## src/hdl/mbms_pkg.sv

```systemverilog
`timescale 1ns / 1ps
`default_nettype none
// Shared types and constants for the masked bilinear map sampler.
// No dependencies; every other file of the block but mbms_ram imports this package.
package mbms_pkg;

  localparam int CFG_IDX_W  = 2;
  localparam int CFG_DATA_W = 9;
  localparam logic [CFG_DATA_W-1:0] MAP_SIZE_RESET = 9'd256;

  typedef enum logic [CFG_IDX_W-1:0] {
    CFG_MAP_WIDTH  = 2'd0,
    CFG_MAP_HEIGHT = 2'd1,
    CFG_NORMALS    = 2'd2
  } cfg_reg_e;

  typedef enum logic {
    OP_WRITE  = 1'b0,
    OP_SAMPLE = 1'b1
  } op_e;

  typedef enum logic {
    ALU_LERP   = 1'b0,
    ALU_SQUARE = 1'b1
  } alu_op_e;

  typedef enum logic [2:0] {
    ST_IDLE,
    ST_READ,
    ST_LERP,
    ST_SQUARE,
    ST_SQRT,
    ST_DIV_LOAD,
    ST_DIV,
    ST_DONE
  } state_e;

  typedef enum logic [1:0] {
    PH_LEFT,
    PH_RIGHT,
    PH_FINAL
  } phase_e;

  typedef struct packed {
    logic               operation;
    logic [7:0]         cell_col;
    logic [7:0]         cell_row;
    logic signed [31:0] cell_pos_x;
    logic signed [31:0] cell_pos_y;
    logic signed [31:0] cell_pos_z;
    logic               cell_valid;
    logic signed [15:0] cell_nrm_x;
    logic signed [15:0] cell_nrm_y;
    logic signed [15:0] cell_nrm_z;
    logic [16:0]        coord_u;
    logic [16:0]        coord_v;
  } item_t;

  typedef struct packed {
    logic               hit;
    logic signed [31:0] out_pos_x;
    logic signed [31:0] out_pos_y;
    logic signed [31:0] out_pos_z;
    logic signed [15:0] out_nrm_x;
    logic signed [15:0] out_nrm_y;
    logic signed [15:0] out_nrm_z;
  } result_t;

  // One map cell or partial sample: element 0 is x, 1 is y, 2 is z.
  typedef struct packed {
    logic             ok;
    logic [2:0][31:0] p;
    logic [2:0][15:0] n;
  } cell_t;

endpackage
`default_nettype wire

```

## src/hdl/mbms_alu.sv

```systemverilog
`timescale 1ns / 1ps
`default_nettype none
// Shared multiply unit: rounded lerp a + floor(((b-a)*t + 0x8000) / 2^16), or a square.
// Depends on mbms_pkg.
module mbms_alu (
  input  mbms_pkg::alu_op_e  op,
  input  logic signed [32:0] a,
  input  logic signed [32:0] b,
  input  logic [15:0]        t,
  output logic signed [32:0] y
);
  import mbms_pkg::*;

  logic signed [33:0] mx;
  logic signed [16:0] my;
  logic signed [50:0] prod;
  logic signed [50:0] rnd;

  always_comb begin
    if (op == ALU_SQUARE) begin
      mx = 34'(a);
      my = $signed(a[16:0]);
    end else begin
      mx = 34'(b) - 34'(a);
      my = $signed({1'b0, t});
    end
    prod = mx * my;
    rnd  = prod + 51'sd32768;
    if (op == ALU_SQUARE) begin
      y = 33'(prod);
    end else begin
      y = 33'(34'(a) + 34'(rnd >>> 16));
    end
  end

endmodule
`default_nettype wire

```

## config.mk

```make
export PLATFORM = sky130hd
export DESIGN_NAME = mbms_alu
export DESIGN_NICKNAME = d
export VERILOG_FILES = /design/src/hdl/mbms_pkg.sv /design/src/hdl/mbms_alu.sv
export SDC_FILE = /design/constraint.sdc
export NUM_CORES = 2
export LEC_CHECK = 0
export BUFFER_PORTS_ARGS = -buffer_cell sky130_fd_sc_hd__clkbuf_2
export CAP_MARGIN = 10
export CORE_MARGIN = 4
export CORE_UTILIZATION = 60
export DETAILED_ROUTE_END_ITERATION = 16
export PLACE_DENSITY_LB_ADDON = 0.3
export SYNTH_ARGS = -nofsm -noshare
export SYNTH_HDL_FRONTEND = slang
export SYNTH_SLANG_ARGS = --single-unit
```

## constraint.sdc

```tcl
create_clock -name vclk -period 12.6
set_input_delay 0.63 -clock vclk [all_inputs]
set_output_delay 0.63 -clock vclk [all_outputs]
set_load 0.01 [all_outputs]
```

==> flow_summary.yaml <==
final_layout:
  diodes: 0
  fillCellCount: 3249
  seq_area_um2: 0
  n_clock_buffer: 0
  drive_gt1_frac: 0.188
  syn2layout_area_growth_pct: 17.7
  finish.net_count: 4175
  instances_no_fill: 3889
  nFlopsAndLatches: 0
logic_synthesis:
  yosysMostFrequentCell: "inv_1"
  synth_area_leaders: "fa_1 45%, inv_1 11%, ha_1 9.7%, nor2_1 5.9%, nand2_1 5.6%"
  syn-cell-area_um2: 24200
  synthCells: 3016
  synth_cell_types: 75
  synth_top_area_frac: 0.446
  syn-mean-instance-area_um2: 8.02
  synth_commonest_cells: "693 x inv_1, 539 x fa_1, 381 x nor2_1"
  synth.yosys.seq_area_share: 0
  synth_area_leader_cell: "fa_1"
  syn_nets: 3825
  yosys_warnings: 0
timing:
  slew_violations: 0
  timing.fmax_mhz: 81.1
  relSlewSlack: 0.177
  min_period_over_period: 0.979
  fin_crit_ns: 12.33
  holdWs_ns: 1.86
  hold_viol: 0
  worstMarginPinSlew_ns: 1.23
  finalSetupViolations: 0
placement:
  placedCellCount: 3850
  portBuffers: 116
  hpwl_um: 73200
  gp_congestion: 1.01
worst_setup_path:
  critPathTopFamily: "adder cells"
  worst_setup_path_start_kind: "input pin"
  path_class: "in -> out"
  cp.buffers_inverters: 8
  required_ns: 11.97
  path_depth: 49
  worstSetupStartpoint: "a[1]"
  end_kind: "output port"
  critPathMostFrequentCell: "fa_1"
  max_stage_delay_ns: 0.57
  worstPathMaxFanout: 6
  arrival_ns: 11.70
  crit_end: "y[32]"
  cpMaxStageDelayCell: "fa_2"
grt:
  grt_first_pass_wirelength_um: 129000
  antenna_found_initial: 2
  grt_overflow_total: 0
  track_usage: 0.382
  grt_pass1_vias: 23800
  grt_start_max_net_pins: 83
routing:
  routedWlPerCell_um: 21.6
  drtIter0Drc: 1736
  vias: 22300
  ant_nets: 0
  route.detailed.drc: 0
  routed_wl_um: 84200
  vias_per_cell: 5.73
  drt_pre_antenna_iters: 8
floorplanning:
  row_count: 73
  chipHeight_um: 209
  pin_count: 116
  dieArea_um2: 43600
  die_x_um: 209
  start_util: 0.608
  core_area_um2: 39800
flow_run:
  max_cap_violations: 0
worst_hold_path:
  holdCritPathClass: "in -> out"
  hold_path_depth: 4
status:
  status: "completed"
layout make-up:
cell class                 instances  area (µm²)  area share
tap                              525         657      0.0231
inverter                         693        2600      0.0914
multi-input combinational       2225       22100       0.775
timing repair buffer             446        3150       0.111
placed cells by master, fill, tap and decap left out, types with 19 or more instances in the layout:
| cell type | count |
|---|---|
| inv_1 | 687 |
| fa_1 | 525 |
| nor2_1 | 364 |
| nand2_1 | 350 |
| buf_4 | 317 |
| ha_1 | 173 |
| clkbuf_2 | 113 |
| a21oi_1 | 100 |
| xnor2_1 | 76 |
| xor2_1 | 60 |
| o21ai_0 | 55 |
| a21o_1 | 53 |
| o21a_1 | 41 |
| o21ai_1 | 32 |
| nand3_1 | 23 |
| nor3_1 | 20 |
| a21oi_2 | 19 |
| nand4_1 | 19 |
cell families after synthesis:
logic type,share of synthesized area
buf+inv,0.123
compound gates,0.115
other cells,0.000155
xor+xnor,0.0535
fa+ha+maj,0.543
mux,0.00657
simple gates,0.159
worst min-delay path by stage:
stage,to,start,slack [ns]
final,y[26],op,1.86
after detailed placement,y[26],op,1.89
after global placement,y[26],op,1.89
after floorplan,y[0],a[0],1.45
after CTS,y[26],op,1.88
after global routing,y[26],op,1.96
per-layer routing:
metal	global-route usage	part of all wire	up-vias
met5	0	0.00015	-
met4	0.309	0.11	2
met3	0.0309	0.062	381
met2	0.646	0.48	1081
met1	0.446	0.35	10900
li1	-	-	9898
through the flow:
stage | util | worst slack, ns | instance area, µm² | setup TNS, ns
after global routing | 0.715 | -0.146 | 28500 | -0.308
after CTS | 0.688 | 0.0183 | 27400 | 0
after floorplan | - | 0.595 | 24200 | 0
final | 0.715 | 0.267 | 28500 | 0
after detailed placement | 0.686 | -0.424 | 27300 | -1.10
after global placement | 0.686 | -0.270 | 27300 | -0.526
timing repair:
item                       CTS  global route
cloned                       0             0
setup endpoints to repair    6            14
hold buffers                 0             0
setup buffers                0            40
pin swaps                    5           126
gates resized for setup     18           187
Power is not shown: default switching activity piles up to over one toggle a cycle in this logic, so the estimate is an artifact.
