`config.mk`:
```
export PLATFORM = sky130hd
export DESIGN_NAME = mbms_ram
export DESIGN_NICKNAME = d
export VERILOG_FILES = /design/src/hdl/mbms_ram.sv
export SDC_FILE = /design/constraint.sdc
export NUM_CORES = 1
export LEC_CHECK = 0
export BUFFER_PORTS_ARGS = -buffer_cell sky130_fd_sc_hd__clkbuf_2
export CAP_MARGIN = 20
export CORE_UTILIZATION = 40
export CTS_CLUSTER_SIZE = 16
export DETAILED_ROUTE_END_ITERATION = 10
export PLACE_DENSITY = 0.61
export SETUP_SLACK_MARGIN = 0.15
export SYNTH_ARGS = -nofsm -noshare
export SYNTH_HDL_FRONTEND = slang
export SYNTH_SLANG_ARGS = --single-unit
```
`constraint.sdc`:
```
create_clock -name clk -period 3.5 [get_ports clk]
set_input_delay 0.35 -clock clk [delete_from_list [all_inputs] [get_ports clk]]
set_output_delay 0.35 -clock clk [all_outputs]
set_load 0.05 [all_outputs]
```
`src/hdl/mbms_ram.sv`:
```
`timescale 1ns / 1ps
`default_nettype none
// Generic single-write, single-read RAM with registered read data.
// No dependencies.
module mbms_ram #(
  parameter int WIDTH = 8,
  parameter int DEPTH = 16
) (
  input  logic                     clk,
  input  logic                     we,
  input  logic [$clog2(DEPTH)-1:0] waddr,
  input  logic [WIDTH-1:0]         wdata,
  input  logic [$clog2(DEPTH)-1:0] raddr,
  output logic [WIDTH-1:0]         rdata
);

  logic [WIDTH-1:0] mem [DEPTH];

  always_ff @(posedge clk) begin
    if (we) begin
      mem[waddr] <= wdata;
    end
    rdata <= mem[raddr];
  end

endmodule
`default_nettype wire

```
==> flow_summary.toml, run 1 <==
[die]
start_util = 0.410
die_h_microns = 115
io_pins = 26
core_area_sq_mm = 0.0126
fp-row-count = 41
die_area_sq_mm = 0.0133
die_width_microns = 115

[power]
p_leak_nw = 1.98
ir_worst_vdd_v = 0.000331
power_density_mw_per_mm2 = 603

[worst_hold_path]
holdPathStages = 1
min_path_type = "input port to register"
worstHoldStart = "wdata[0]"

[layout]
final_cell_mix = "edfxtp_1, clkbuf_2, mux4_2"
final_common_cell = "edfxtp_1"
drive_gt1_frac = 0.267
final_util = 0.475
nets = 286
antenna_cells = 0
syn_to_final_growth_pct = 15.9
fillers = 1049

[critical_path]
crit_required_ns = 3.78
worstSetupPathType = "input port to register"
crit_path_start_kind = "input port"
critPathArrivalTime_ns = 1.98
rr_worst_depth = 3
startpoint = "raddr[0]"
r2r-start = "mem[9][1]"
crit_fanout = 14
worstSetupEndpointType = "register"

[detailed_routing]
viasPerCell = 5.23
top_layer = "met4"
wl_met1_microns = 4230
initialDrtViolationCount = 144
totalWireLength_microns = 9270
final_antenna_net_count = 0
met3_length_microns = 397
vias = 2370
drc = 0
wl_per_cell_microns = 20.5
first_pass_iters = 6
wl_met2_microns = 4470

[clock_network]
clk-insertion-delay-late_ns = 0.41
cts.path.max_buffers = 2
cts_tree = "built"
cts-resized-gates = 0
htree_num_levels = 4
postCtsSetupRepairBufs = 0
cts.sinks = 136
cts_buffers = 17
root_buffer = "clkbuf_16"
path_clk_slew_ns = 0.05
hold_buffers = 0

[timing]
period_needed_ns = 1.70
setup_tns_ns = 0
timing.hold.ws_ns = 0.375
timing.final.crit_share = 0.487
final_max_slew_viol_count = 0
rsz0062_at_grt = "false"
hold_viol_final = 0
fin_skew_ns = 0.00412
setup_viol = 0
max_freq_mhz = 587
slew_headroom = 0.373
tightest_slew_ns = 0.937

[logic_synthesis]
syn_inst = 229
syn-cell-area_sq_mm = 0.00515
yosys_warnings = 0
yosys.area.top_type_share = 0.747
yosysSeqAreaShare = 0.778
avgSynthCellArea_sq_um = 22.5
yosys.area.top_type = "edfxtp_1"
ys_ff_latch = 136
synth_nets = 247
synth_area_leaders = "edfxtp_1, mux4_2, mux4_1, dfxtp_1, a22oi_1"
ys_types = 19

[grt]
overflow = 0
antenna_found_initial = 0
grt_use_total = 0.157
grt_pass1_wl_microns = 14400
grt_pass1_vias = 2521
grt_start_max_net_pins = 33

[run_status]
status = "finished, final reports clean"

[placed_design]
port_buffers = 25
gp_congestion = 0.708
hpwl_microns = 5880

[job]
cap_violations = 0
## worst max-delay path, cell delays in order
cell and delay, ns:
clkbuf_2 0.31, buf_4 0.35, mux4_1 0.58, a22oi_1 0.27, nand2_1 0.11
## logic make-up (layout without fill, tap and decap cells)
kind of cell	Yosys count	after routing	synth area share
AO/OA/AOI/OAI	16	16	0.0233
buffers and inverters	10	62	0.0168
flip-flops	136	136	0.778
multiplexers	32	32	0.150
AND/OR/NAND/NOR	35	35	0.0318
## per-stage QoR
step           power [mW]  instance area (sq um)  cells  setup slack, ns
2_1_floorplan        1.99                   5150    229             1.66
3_3_place_gp         2.06                   5440    421             1.38
3_5_place_dp         2.06                   5440    421             1.35
4_1_cts              3.62                   5970    453             1.76
5_1_grt              3.70                   5970    453             1.67
6_report             3.60                   5970    453             1.80
## metal layers
layer / vias to the layer above / GRT usage
li1: 1052 / -
met1: 1252 / 0.205
met2: 49 / 0.244
met3: 17 / 0.0492
met4: 0 / 0.0693
met5: - / 0
## where the power goes
group	leakage [nW]	total (mW)	internal, mW	switching, mW
registers	1.22	1.83	1.82	0.00985
clock network	0.253	1.57	0.957	0.616
logic	0.501	0.193	0.0666	0.126
## cell usage after synthesis, drive strengths merged
cell type / number
a22oi: 16
and2: 1
and2b: 1
buf: 7
clkdlybuf4s25: 3
dfxtp: 8
edfxtp: 128
mux4: 32
nand2: 9
nand2b: 2
nand3: 1
nand3b: 2
nor2: 13
nor2b: 1
nor3: 4
or3b: 1
## path summary, 6_finish.rpt
kind / endpoint / slack, ns
min: mem[6][0] / 0.37
max reg2reg: rdata[1] / 2.15
min reg2reg: rdata[2] / 0.67
max: rdata[1] / 1.80
## cell type report
cell class / instances / area [sq um] / area share
sequential: 136 / 4000 / 0.671
multi-input combinational: 83 / 1060 / 0.178
clock buffer: 20 / 437 / 0.0732
tap: 172 / 215 / 0.0361
timing repair buffer: 30 / 163 / 0.0273
clock inverter: 12 / 85.1 / 0.0143
## registers in the layout (all words and copies together) (netlist names)
register and count:
mem 128, rdata 8
(Power assumes the default switching activity.)
==> run 2: changes to the inputs <==
==> constraint.sdc (replaced) <==
create_clock -name clk -period 1.65 [get_ports clk]
set_input_delay 0.165 -clock clk [delete_from_list [all_inputs] [get_ports clk]]
set_output_delay 0.165 -clock clk [all_outputs]
set_load 0.05 [all_outputs]
==> run 2 against run 1 <==
Die area unchanged; count of clock-buffer cells in the layout down 1; setup slack worse by 1.5 ns; sequential power up 110%; clock skew barely moved; worst hold slack worse by 0.19 ns; core utilization increased by 2.1 points; largest cell class unchanged.
==> flow_summary.toml, run 2 (synthesis gave the netlist of run 1 again) <==
[layout]
final_cell_mix = "edfxtp_1, clkbuf_2, buf_4"
syn_to_final_growth_pct = 21.0
final_cells = 472
nets = 305
largest_reg_flops = 128
final_common_cell = "edfxtp_1"
fin_area_sq_mm = 0.00623
final_util = 0.496
drive_gt1_frac = 0.330
fillers = 1014
top_regs = "mem: 128 flops, rdata: 8 flops"
largest_register = "mem"
antenna_cells = 0

[grt]
grt_start_max_net_pins = 20
grt_pass1_wl_microns = 15200
antenna_found_initial = 0
grt_use_total = 0.166
grt_pass1_vias = 2536
overflow = 0

[detailed_routing]
drc = 0
initialDrtViolationCount = 292
viasPerCell = 5.11
first_pass_iters = 4
wl_per_cell_microns = 21.0
totalWireLength_microns = 9920
final_antenna_net_count = 0
vias = 2414

[critical_path]
critPathArrivalTime_ns = 1.66
crit_path_start_kind = "register"
worstSetupPathType = "register to register"
crit_fanout = 1
worstSetupEndpointType = "register"
r2r_end = "rdata[1]"
r2r-start = "mem[1][1]"
crit_required_ns = 1.94
rr_worst_depth = 3
reg2reg_slack_ns = 0.28

[die]
start_util = 0.410
io_pins = 26
die_area_sq_mm = 0.0133
fp-row-count = 41
die_width_microns = 115
core_area_sq_mm = 0.0126
die_h_microns = 115

[placed_design]
gp_congestion = 0.731
dp.cells = 440
postPlaceCellArea_sq_mm = 0.00562
port_buffers = 25
hpwl_microns = 6470

[power]
power_density_mw_per_mm2 = 1300
p_leak_nw = 2.13
ir_worst_vdd_v = 0.000731

[clock_network]
hold_buffers = 0
postCtsSetupRepairBufs = 0
cts-resized-gates = 0
htree_num_levels = 4
cts_buffers = 17
clk-insertion-delay-late_ns = 0.41
path_clk_slew_ns = 0.06
cts_tree = "built"
cts.sinks = 136
cts.path.max_buffers = 2
root_buffer = "clkbuf_16"

[timing]
setup_tns_ns = 0
hold_viol_final = 0
timing.final.crit_share = 0.832
period_needed_ns = 1.37
setup_viol = 0
fin_skew_ns = 0.00452
max_freq_mhz = 729
tightest_slew_ns = 0.384
timing.hold.ws_ns = 0.188
final_max_slew_viol_count = 0
rsz0062_at_grt = "false"
slew_headroom = 0.744

[worst_hold_path]
worstHoldStart = "wdata[7]"
hold_path_end = "mem[5][7]"
min_path_type = "input port to register"
holdPathStages = 1

[run_status]
status = "finished, final reports clean"

[job]
cap_violations = 0
==> run 2: area by class of cell <==
type / instances / area, sq um / share of cell area
repair buffers: 49 / 343 / 0.0550
clock inverters: 13 / 153 / 0.0245
clock buffers: 19 / 453 / 0.0727
multi-input cells: 83 / 1060 / 0.171
well taps: 172 / 215 / 0.0345
flip-flops and latches: 136 / 4000 / 0.643
==> run 2: worst max-delay path by stage <==
stage / startpoint / end / slack [ns] / cells after the start
2_1_floorplan: waddr[2] / mem[3][0] / 0.22 / 2
3_3_place_gp: raddr[0] / rdata[1] / 0.02 / 5
3_5_place_dp: raddr[0] / rdata[1] / 0.03 / 5
4_1_cts: mem[3][2] / rdata[2] / 0.27 / 3
5_1_grt: mem[7][0] / rdata[0] / 0.20 / 3
6_report: mem[1][1] / rdata[1] / 0.28 / 3
==> run 2: critical path, cell delays in order (launching register included) <==
cell      delay, ns
edfxtp_1       0.34
mux4_1         0.50
a22oi_1        0.32
nand2_1        0.10
==> run 2: routing by layer <==
metal  vias to the layer above  track usage  share of wire
met1                      1260        0.218           0.45
met3                        11       0.0413          0.033
met5                         -            0              0
met4                         0       0.0684          0.016
met2                        53        0.268           0.50
li1                       1090            -              -
==> run 2: stage by stage <==
step | setup slack [ns] | power (mW)
after floorplan | 0.219 | 4.23
after global placement | 0.0228 | 4.40
after detailed placement | 0.0321 | 4.41
after CTS | 0.270 | 8.18
after global routing | 0.198 | 8.36
final | 0.278 | 8.12
==> run 2: power by group <==
group / leakage, nW / switching (mW) / total (mW) / internal [mW]
clock network: 0.290 / 1.35 / 3.79 / 2.44
registers: 1.22 / 0.0223 / 3.89 / 3.86
logic: 0.616 / 0.282 / 0.445 / 0.163
total: 2.13 / 1.66 / 8.12 / 6.47
